==> config.mk <==
export PLATFORM = sky130hd
export DESIGN_NAME = mdb_block_receiver
export DESIGN_NICKNAME = d
export VERILOG_FILES = /design/src/sv/mdbrx_pkg.sv /design/src/sv/mdbrx_step.sv /design/src/sv/mdb_block_receiver.sv
export SDC_FILE = /design/constraint.sdc
export NUM_CORES = 1
export LEC_CHECK = 0
export ABC_AREA = 1
export BUFFER_PORTS_ARGS = -buffer_cell sky130_fd_sc_hd__buf_2
export CAP_MARGIN = 25
export CORE_MARGIN = 4
export CORE_UTILIZATION = 49
export DETAILED_ROUTE_END_ITERATION = 10
export PLACE_DENSITY = 0.82
export SYNTH_ARGS = -nofsm -noshare
export SYNTH_HDL_FRONTEND = slang
export SYNTH_SLANG_ARGS = --single-unit
==> constraint.sdc <==
create_clock -name clock -period 2.5 [get_ports clock]
set_input_delay 0.25 -clock clock [delete_from_list [all_inputs] [get_ports clock]]
set_output_delay 0.25 -clock clock [all_outputs]
set_load 0.1 [all_outputs]
==> src/sv/mdbrx_pkg.sv <==
// ----------------------------------------------------------------------------
// mdbrx_pkg
// Types, codes and constants shared by the multidrop-bus block receiver.
// ----------------------------------------------------------------------------
`timescale 1ns / 1ps
`default_nettype none

package mdbrx_pkg;

   localparam int MAX_BLOCK = 36;
   localparam int COUNT_W   = 6;

   localparam logic [7:0] ADDR_MASK = 8'hf8;

   localparam logic [7:0] OWN_ADDRESS_RST        = 8'h00;
   localparam logic [7:0] CONTROLLER_ADDRESS_RST = 8'h00;
   localparam logic [7:0] ACK_CODE_RST           = 8'h00;
   localparam logic [7:0] RET_CODE_RST           = 8'haa;
   localparam logic [7:0] NAK_CODE_RST           = 8'hff;

   typedef enum logic [2:0] {
      REG_OWN_ADDRESS        = 3'd0,
      REG_CONTROLLER_ADDRESS = 3'd1,
      REG_ACK_CODE           = 3'd2,
      REG_RET_CODE           = 3'd3,
      REG_NAK_CODE           = 3'd4
   } reg_index_type;

   typedef enum logic [1:0] {
      EV_WORD       = 2'd0,
      EV_RESP_TO    = 2'd1,
      EV_BYTE_TO    = 2'd2,
      EV_START      = 2'd3
   } event_type;

   typedef enum logic [2:0] {
      PH_IDLE  = 3'b001,
      PH_FIRST = 3'b010,
      PH_BLOCK = 3'b100
   } phase_type;

   typedef enum logic [2:0] {
      ST_ACK        = 3'd0,
      ST_NAK        = 3'd1,
      ST_RET        = 3'd2,
      ST_NORESP     = 3'd3,
      ST_IGNORED    = 3'd4,
      ST_RECEIVED   = 3'd5,
      ST_DISORDERED = 3'd6,
      ST_DISTORTED  = 3'd7
   } status_type;

   typedef struct packed {
      logic [7:0] own_address;
      logic [7:0] controller_address;
      logic [7:0] ack_code;
      logic [7:0] ret_code;
      logic [7:0] nak_code;
   } cfg_type;

   typedef struct packed {
      phase_type          phase;
      logic [COUNT_W-1:0] word_count;
      logic [7:0]         running_sum;
      logic [8:0]         last_word;
   } state_type;

   typedef struct packed {
      logic               verdict_valid;
      logic [2:0]         status;
      logic               byte_valid;
      logic [COUNT_W-1:0] byte_index;
      logic [7:0]         byte_value;
      logic               byte_flag;
   } result_type;

endpackage

`default_nettype wire

==> src/sv/mdbrx_step.sv <==
// ----------------------------------------------------------------------------
// mdbrx_step
// Per-event decision logic: next receiver state and the result beat.
// ----------------------------------------------------------------------------
`timescale 1ns / 1ps
`default_nettype none

module mdbrx_step
   import mdbrx_pkg::*;
(
   input  wire cfg_type    cfg,
   input  wire state_type  cur,
   input  wire event_type  ev,
   input  wire [7:0]       word_data,
   input  wire             word_flag,
   output state_type       nxt,
   output result_type      res
);

   logic               ctrl;
   logic [COUNT_W:0]   next_count;

   assign ctrl       = (cfg.own_address == cfg.controller_address);
   assign next_count = {1'b0, cur.word_count} + (COUNT_W+1)'(1);

   always_comb begin
      nxt = cur;
      res = '0;
      if (ev == EV_START) begin
         nxt.phase       = PH_FIRST;
         nxt.word_count  = '0;
         nxt.running_sum = '0;
         nxt.last_word   = '0;
      end else begin
         case (cur.phase)
            PH_FIRST: begin
               if (ev == EV_RESP_TO) begin
                  res.verdict_valid = 1'b1;
                  res.status        = ST_NORESP;
                  nxt.phase         = PH_IDLE;
               end else if (ev == EV_WORD) begin
                  res.byte_valid  = 1'b1;
                  res.byte_index  = '0;
                  res.byte_value  = word_data;
                  res.byte_flag   = word_flag;
                  nxt.word_count  = '0;
                  nxt.last_word   = {word_flag, word_data};
                  nxt.running_sum = '0;
                  res.verdict_valid = 1'b1;
                  nxt.phase         = PH_IDLE;
                  if (word_data == cfg.ack_code) begin
                     res.status = ST_ACK;
                  end else if (word_data == cfg.ret_code) begin
                     res.status = ST_RET;
                  end else if (word_data == cfg.nak_code) begin
                     res.status = ST_NAK;
                  end else if (word_flag) begin
                     if (ctrl) begin
                        res.status = ST_DISORDERED;
                     end else if ((word_data & ADDR_MASK) != cfg.own_address) begin
                        res.status = ST_IGNORED;
                     end else begin
                        res.verdict_valid = 1'b0;
                        nxt.phase         = PH_BLOCK;
                     end
                  end else begin
                     if (!ctrl) begin
                        res.status = ST_DISORDERED;
                     end else begin
                        res.verdict_valid = 1'b0;
                        nxt.phase         = PH_BLOCK;
                     end
                  end
               end
            end
            PH_BLOCK: begin
               if (ev == EV_WORD) begin
                  if (next_count >= (COUNT_W+1)'(MAX_BLOCK)) begin
                     res.verdict_valid = 1'b1;
                     res.status        = ST_DISORDERED;
                     nxt.phase         = PH_IDLE;
                  end else begin
                     nxt.running_sum = cur.running_sum + cur.last_word[7:0];
                     nxt.word_count  = next_count[COUNT_W-1:0];
                     nxt.last_word   = {word_flag, word_data};
                     res.byte_valid  = 1'b1;
                     res.byte_index  = next_count[COUNT_W-1:0];
                     res.byte_value  = word_data;
                     res.byte_flag   = word_flag;
                  end
               end else if (ev == EV_BYTE_TO) begin
                  res.verdict_valid = 1'b1;
                  nxt.phase         = PH_IDLE;
                  if (cur.running_sum != cur.last_word[7:0]) begin
                     res.status = ST_DISTORTED;
                  end else if (cur.last_word[8] != ctrl) begin
                     res.status = ST_DISORDERED;
                  end else begin
                     res.status = ST_RECEIVED;
                  end
               end
            end
            default: begin
               nxt.phase = PH_IDLE;
            end
         endcase
      end
   end

endmodule

`default_nettype wire

==> src/sv/mdb_block_receiver.sv <==
// ----------------------------------------------------------------------------
// mdb_block_receiver
// Multidrop-bus 9-bit block receiver: one event beat in, one result beat out.
// ----------------------------------------------------------------------------
// Each accepted req beat yields its rsp beat from a register, valid in the next cycle.
// Throughput: 1 event per cycle while rsp is ready; the result register is refilled in the cycle
// it is drained.
// Reset: receiver goes idle, registers take their defaults, rsp is empty.
`timescale 1ns / 1ps
`default_nettype none

module mdb_block_receiver
   import mdbrx_pkg::*;
(
   input  wire         clock,
   input  wire         reset,
   input  wire         req_tvalid,
   output logic        req_tready,
   input  wire  [7:0]  req_tdata,   // [7:0] word_data
   input  wire  [2:0]  req_tuser,   // [1:0] event, [2] word_flag
   output logic        rsp_tvalid,
   input  wire         rsp_tready,
   output logic [15:0] rsp_tdata,   // [5:0] byte_index, [13:6] byte_value, [15:14] zero
   output logic [5:0]  rsp_tuser,   // [0] verdict_valid, [3:1] status, [4] byte_valid,
                                    // [5] byte_flag
   input  wire         csr_psel,
   input  wire         csr_penable,
   input  wire         csr_pwrite,
   input  wire  [4:0]  csr_paddr,
   input  wire  [31:0] csr_pwdata,
   output logic [31:0] csr_prdata,
   output logic        csr_pready
);

   cfg_type       cfg_ff;
   cfg_type       cfg_in;
   state_type     state_ff;
   state_type     state_in;
   result_type    res_ff;
   result_type    res_in;
   logic          rsp_valid_ff;
   logic          rsp_valid_in;
   logic          req_acc;
   logic          csr_wr;
   reg_index_type csr_idx;

   assign csr_pready = 1'b1;
   assign csr_wr     = csr_psel & csr_penable & csr_pwrite & csr_pready;
   assign csr_idx    = reg_index_type'(csr_paddr[4:2]);

   always_comb begin
      cfg_in = cfg_ff;
      if (csr_wr) begin
         case (csr_idx)
            REG_OWN_ADDRESS:        cfg_in.own_address        = csr_pwdata[7:0];
            REG_CONTROLLER_ADDRESS: cfg_in.controller_address = csr_pwdata[7:0];
            REG_ACK_CODE:           cfg_in.ack_code           = csr_pwdata[7:0];
            REG_RET_CODE:           cfg_in.ret_code           = csr_pwdata[7:0];
            REG_NAK_CODE:           cfg_in.nak_code           = csr_pwdata[7:0];
            default:                cfg_in                    = cfg_ff;
         endcase
      end
   end

   always_comb begin
      case (csr_idx)
         REG_OWN_ADDRESS:        csr_prdata = {24'd0, cfg_ff.own_address};
         REG_CONTROLLER_ADDRESS: csr_prdata = {24'd0, cfg_ff.controller_address};
         REG_ACK_CODE:           csr_prdata = {24'd0, cfg_ff.ack_code};
         REG_RET_CODE:           csr_prdata = {24'd0, cfg_ff.ret_code};
         REG_NAK_CODE:           csr_prdata = {24'd0, cfg_ff.nak_code};
         default:                csr_prdata = '0;
      endcase
   end

   assign req_tready = ~rsp_valid_ff | rsp_tready;
   assign req_acc    = req_tvalid & req_tready;

   state_type  step_nxt;
   result_type step_res;

   mdbrx_step u_step (
      .cfg       (cfg_ff),
      .cur       (state_ff),
      .ev        (event_type'(req_tuser[1:0])),
      .word_data (req_tdata),
      .word_flag (req_tuser[2]),
      .nxt       (step_nxt),
      .res       (step_res)
   );

   assign state_in     = req_acc ? step_nxt : state_ff;
   assign res_in       = req_acc ? step_res : res_ff;
   assign rsp_valid_in = req_acc | (rsp_valid_ff & ~rsp_tready);

   always_ff @(posedge clock) begin
      if (reset) begin
         cfg_ff.own_address        <= OWN_ADDRESS_RST;
         cfg_ff.controller_address <= CONTROLLER_ADDRESS_RST;
         cfg_ff.ack_code           <= ACK_CODE_RST;
         cfg_ff.ret_code           <= RET_CODE_RST;
         cfg_ff.nak_code           <= NAK_CODE_RST;
         state_ff.phase            <= PH_IDLE;
         state_ff.word_count       <= '0;
         state_ff.running_sum      <= '0;
         state_ff.last_word        <= '0;
         rsp_valid_ff              <= 1'b0;
      end else begin
         cfg_ff       <= cfg_in;
         state_ff     <= state_in;
         rsp_valid_ff <= rsp_valid_in;
      end
   end

   always_ff @(posedge clock) begin
      res_ff <= res_in;
   end

   assign rsp_tvalid = rsp_valid_ff;
   assign rsp_tdata  = {2'b00, res_ff.byte_value, res_ff.byte_index};
   assign rsp_tuser  = {res_ff.byte_flag, res_ff.byte_valid, res_ff.status,
                        res_ff.verdict_valid};

   a_start_clears: assert property (@(posedge clock) disable iff (reset)
      (req_acc && req_tuser[1:0] == EV_START) |=>
         (rsp_tvalid && rsp_tdata == '0 && rsp_tuser == '0 && state_ff.phase == PH_FIRST))
      else $error("start beat did not clear the result and state");

   a_verdict_idles: assert property (@(posedge clock) disable iff (reset)
      (req_acc && step_res.verdict_valid) |=> (state_ff.phase == PH_IDLE))
      else $error("verdict left receiver out of idle");

   a_index_range: assert property (@(posedge clock) disable iff (reset)
      (rsp_tvalid && rsp_tuser[4]) |->
         ({1'b0, rsp_tdata[5:0]} < (COUNT_W+1)'(MAX_BLOCK)))
      else $error("stored word index beyond block size");

   a_count_range: assert property (@(posedge clock) disable iff (reset)
      {1'b0, state_ff.word_count} < (COUNT_W+1)'(MAX_BLOCK))
      else $error("word count beyond block size");

endmodule

`default_nettype wire

==> results <==
- The internal power of the cells is 1.97 mW.
- The total count of hold-check failures in the final report is 0.
- On the critical path the largest part of the delay comes from simple AND/OR/NAND/NOR gates.
- Subtracting the final worst setup slack from the clock period gives 2.09 ns.
- The detail-routed net length per standard cell is 13.9 um.
- The total length of routed wires is 12400 um.
- Ranked by instance count, the synthesized netlist is headed by nand2_1 (158), nor2_1 (91), inv_1 (74), dfxtp_1 (67), o21ai_0 (50).
- The number of placed instances, taps included, is 879.
- Counting distinct cell types in the post-synthesis netlist gives 35.
- The critical-path cell with the highest stage delay is dfxtp_1.
- The sort of element at the start of the critical path is a register.
- Each instance of the synthesized netlist takes up on average 7.18 um2.
- Leaving out filler cells and counting taps, the final layout contains 895.
- The clock drives 87 sinks.
- Summed over all cells, the static leakage comes to 2.60 nW.
- The fraction of power spent switching nets is 0.367.
- The run finished with clean final reports.
- The initial antenna violation count is 0.
- The post-synthesis instance area is 5010 um2.
- The async set-or-reset flop fraction in the synthesized netlist is 0.
- The clock root buffer is clkbuf_8.
- The global-route congestion overflow total is 0.
- The signal on the critical path passes through ha_1 -> nand2_1 -> o21ai_2 -> nand2_1 -> o21ai_2 -> nand3_2 -> nand2_4 -> nand2_4 -> buf_4 -> nand2_1 -> a21oi_1.
- Setup violations remaining at the end of the flow were counted as 0.
- In this run the deepest clock path goes through 2 buffers.
- CTS built an H-tree with a depth of 3.
- The most prevalent standard cell on the critical path is nand2_1.
- Yosys attributes the largest share of cell area to dfxtp_1 (27%), edfxtp_1 (12%), nand2_1 (12%).
- The post-CTS setup-driven buffer insertion count is 0.
- The worst setup path is of the register to register kind.
- Across the run, the number of max-cap violations was 0.
- By instance count, the leading cell after synthesis is nand2_1.
- The worst slew margin relative to its limit is 0.632.
- The first detailed-routing pass ran for 5 iterations.
- The total routing resource utilization after global routing is 0.214.
- The starting DRC count in detailed routing is 367.
- After clock tree synthesis, the clock-pin slew on the worst setup and hold paths is 0.09 ns.
- The detail route stage leaves a number of antenna-violating nets equal to 0.
- The top flip-flop cell by instance count after synthesis is dfxtp_1.
- At the pin with the least slew margin, the transition time is 0.551 ns.
- The total number of yosys warnings is 0.
- The latest clock arrival within the worst-skew pair is 0.36 ns.
- After layout, the design draws a total of 3.10 mW.
- Along the worst path, the maximum fanout reaches 15.
- The count of nets after finishing is 826.
- The min-delay analysis places its worst path in the category primary input to register.
- The wire-length estimate of the detail-placed layout is 9140 um.
- Entering global routing, the biggest net connects 51 pins.
- Of the total power, the clock network draws 0.288.
- The count of state elements after synthesis is 87.
- The share of the clock period used by the worst path is 0.837.
- Across all register-to-register paths, the minimum setup slack is 0.41 ns.
- The number of global-route vias before repair is 4230.
- In this run, synthesis inferred 20 flip-flops with an integrated enable.
- The share of total power dissipated in sequential elements is 0.481.
- The first-pass GRT wire length is 19900 um.
- The die width is 109 um.
- Of the cells placed in the final design, the portion with a size suffix greater than 1 is 0.136.
- IR analysis of the VDD net gives a maximum drop of 0.351 mV.
- The number of buffers added to fix hold violations after cts is 0.
- In the routed layout, each cell is associated on average with a via count of 5.25.
- The site row count is 36.
- Across the routed clock network, the largest skew measured is 0.00905 ns.
- The number of buffer and inverter instances along the worst setup path is 1.
- The vertical extent of the die is 109 um.
- The area share of the largest cell type after synthesis is 0.268.
- The share of power burned in combinational logic is 0.231.
- The library cell occupying the most area in the post-synthesis netlist is dfxtp_1.
- After detailed routing, the number of remaining DRC violations is 0.
- The signed area change from the synthesized netlist to the final layout is 10.3%.
- Hold is met by 0.154 ns.
- The maximum operating frequency is 478 MHz.
- The post-synthesis instance total is 698.
- The final number of max-transition violations is 0.
- Data arrives at the worst endpoint at 2.32 ns.
- The TritonCTS clock tree is built.
- The floorplan die area is 11900 um2.
- The boundary pin count is 112.
- The number of input and output port buffers inserted is 58.
- Clock tree synthesis inserted a total of 9 buffers.
- The required time of the critical path is 2.73 ns.
- The analysis attributes to net switching a power of 1.14 mW.
- The total power density per cell area is 562 nW/um2.
- The quantity of gates resized following cts is 0.
- Setup repair after global routing left no endpoint under its margin.
- STA classifies the critical path endpoint as a register.
- Summing over every cut layer, the via total after detailed routing is 4699.
- The worst path meets setup with 0.407 ns of slack.
- The worst slack at placement is 0.416 ns.
- The antenna diode count is 0.
- The share of the Yosys chip area taken by registers is 0.387.
- For this run, the slowest stage of the critical path takes 0.45 ns.
- The congestion estimate from routability-driven global placement came to 0.969.
- The core outline area is 9860 um2.
- The initial core utilization is 0.508.
flip-flops by register name (all words and copies together), names as in the netlist:
signal      count
rsp_tuser       6
state_ff       26
rsp_tdata      14
rsp_tvalid      1
cfg_ff         40
power by group through the flow:
| stage | Combinational (mW) | Sequential (mW) | Clock, mW |
|---|---|---|---|
| final | 0.717 | 1.49 | 0.895 |
| after global routing | 0.760 | 1.50 | 0.969 |
| after CTS | 0.710 | 1.49 | 0.906 |
| after detailed placement | 0.708 | 1.53 | 0 |
| after global placement | 0.705 | 1.52 | 0 |
| after floorplan | 0.498 | 1.64 | 0 |
per-stage QoR:
step	cell area, um2	TNS (ns)	util
6_report	5530	0	0.560
5_1_grt	5530	0	0.560
4_1_cts	5530	0	0.560
3_5_place_dp	5360	0	0.543
3_3_place_gp	5360	0	0.543
2_1_floorplan	5110	-2.33	-
final timing paths:
| check | start | to | depth (start not counted) |
|---|---|---|---|
| setup reg to reg | state_ff[17]$_SDFFE_PP0P_ | state_ff[12]$_SDFFE_PP0P_ | 11 |
| hold / removal | csr_pwdata[2] | cfg_ff[2]$_SDFFE_PP1P_ | 3 |
| hold reg to reg | state_ff[11]$_SDFFE_PP0P_ | state_ff[11]$_SDFFE_PP0P_ | 2 |
| setup / recovery | state_ff[17]$_SDFFE_PP0P_ | state_ff[12]$_SDFFE_PP0P_ | 11 |
logic make-up (layout without fill, tap and decap cells):
group / count (synthesis) / after routing / share of synthesized area
simple gates: 334 / 334 / 0.283
flops: 87 / 87 / 0.387
compound gates: 113 / 113 / 0.131
other cells: 2 / 27 / 0.00150
buf+inv: 122 / 161 / 0.115
xor+xnor: 26 / 26 / 0.0454
fa+ha+maj: 14 / 14 / 0.0364
metal layers:
layer  vias up  routed length [um]  track usage
met5         -                   0            0
met4         0                 243       0.0839
met3        26                1280       0.0432
met2       237                5550        0.343
met1      2089                5360        0.282
li1       2347                   -            -
layout by cell type (no fill, tap or decap), drive strengths merged, types with 2 or more instances in the layout:
master and count:
nand2 160, nor2 93, inv 80, buf 68
dfxtp 67, o21ai 58, nand3 47, a21oi 40
conb 27, edfxtp 20, nor3 16, nand4 15
xnor2 13, xor2 13, ha 13, clkbuf 10
a221oi 8, clkinv 3, nand3b 2, o211ai 2
layout make-up:
type / count / area (um2)
timing repair buffer: 68 / 365
clock inverter: 6 / 41.3
sequential: 87 / 1940
fill: 942 / 4340
clock buffer: 10 / 128
tap: 133 / 166
inverter: 77 / 290
multi-input combinational: 514 / 2590
tightest hold or removal path: cells and delay by family:
kind / cells / cell delay [ns]
buffers and inverters: 1 / 0.12
AND/OR/NAND/NOR: 2 / 0.12
Note: power is estimated with default switching activity, not from simulation.
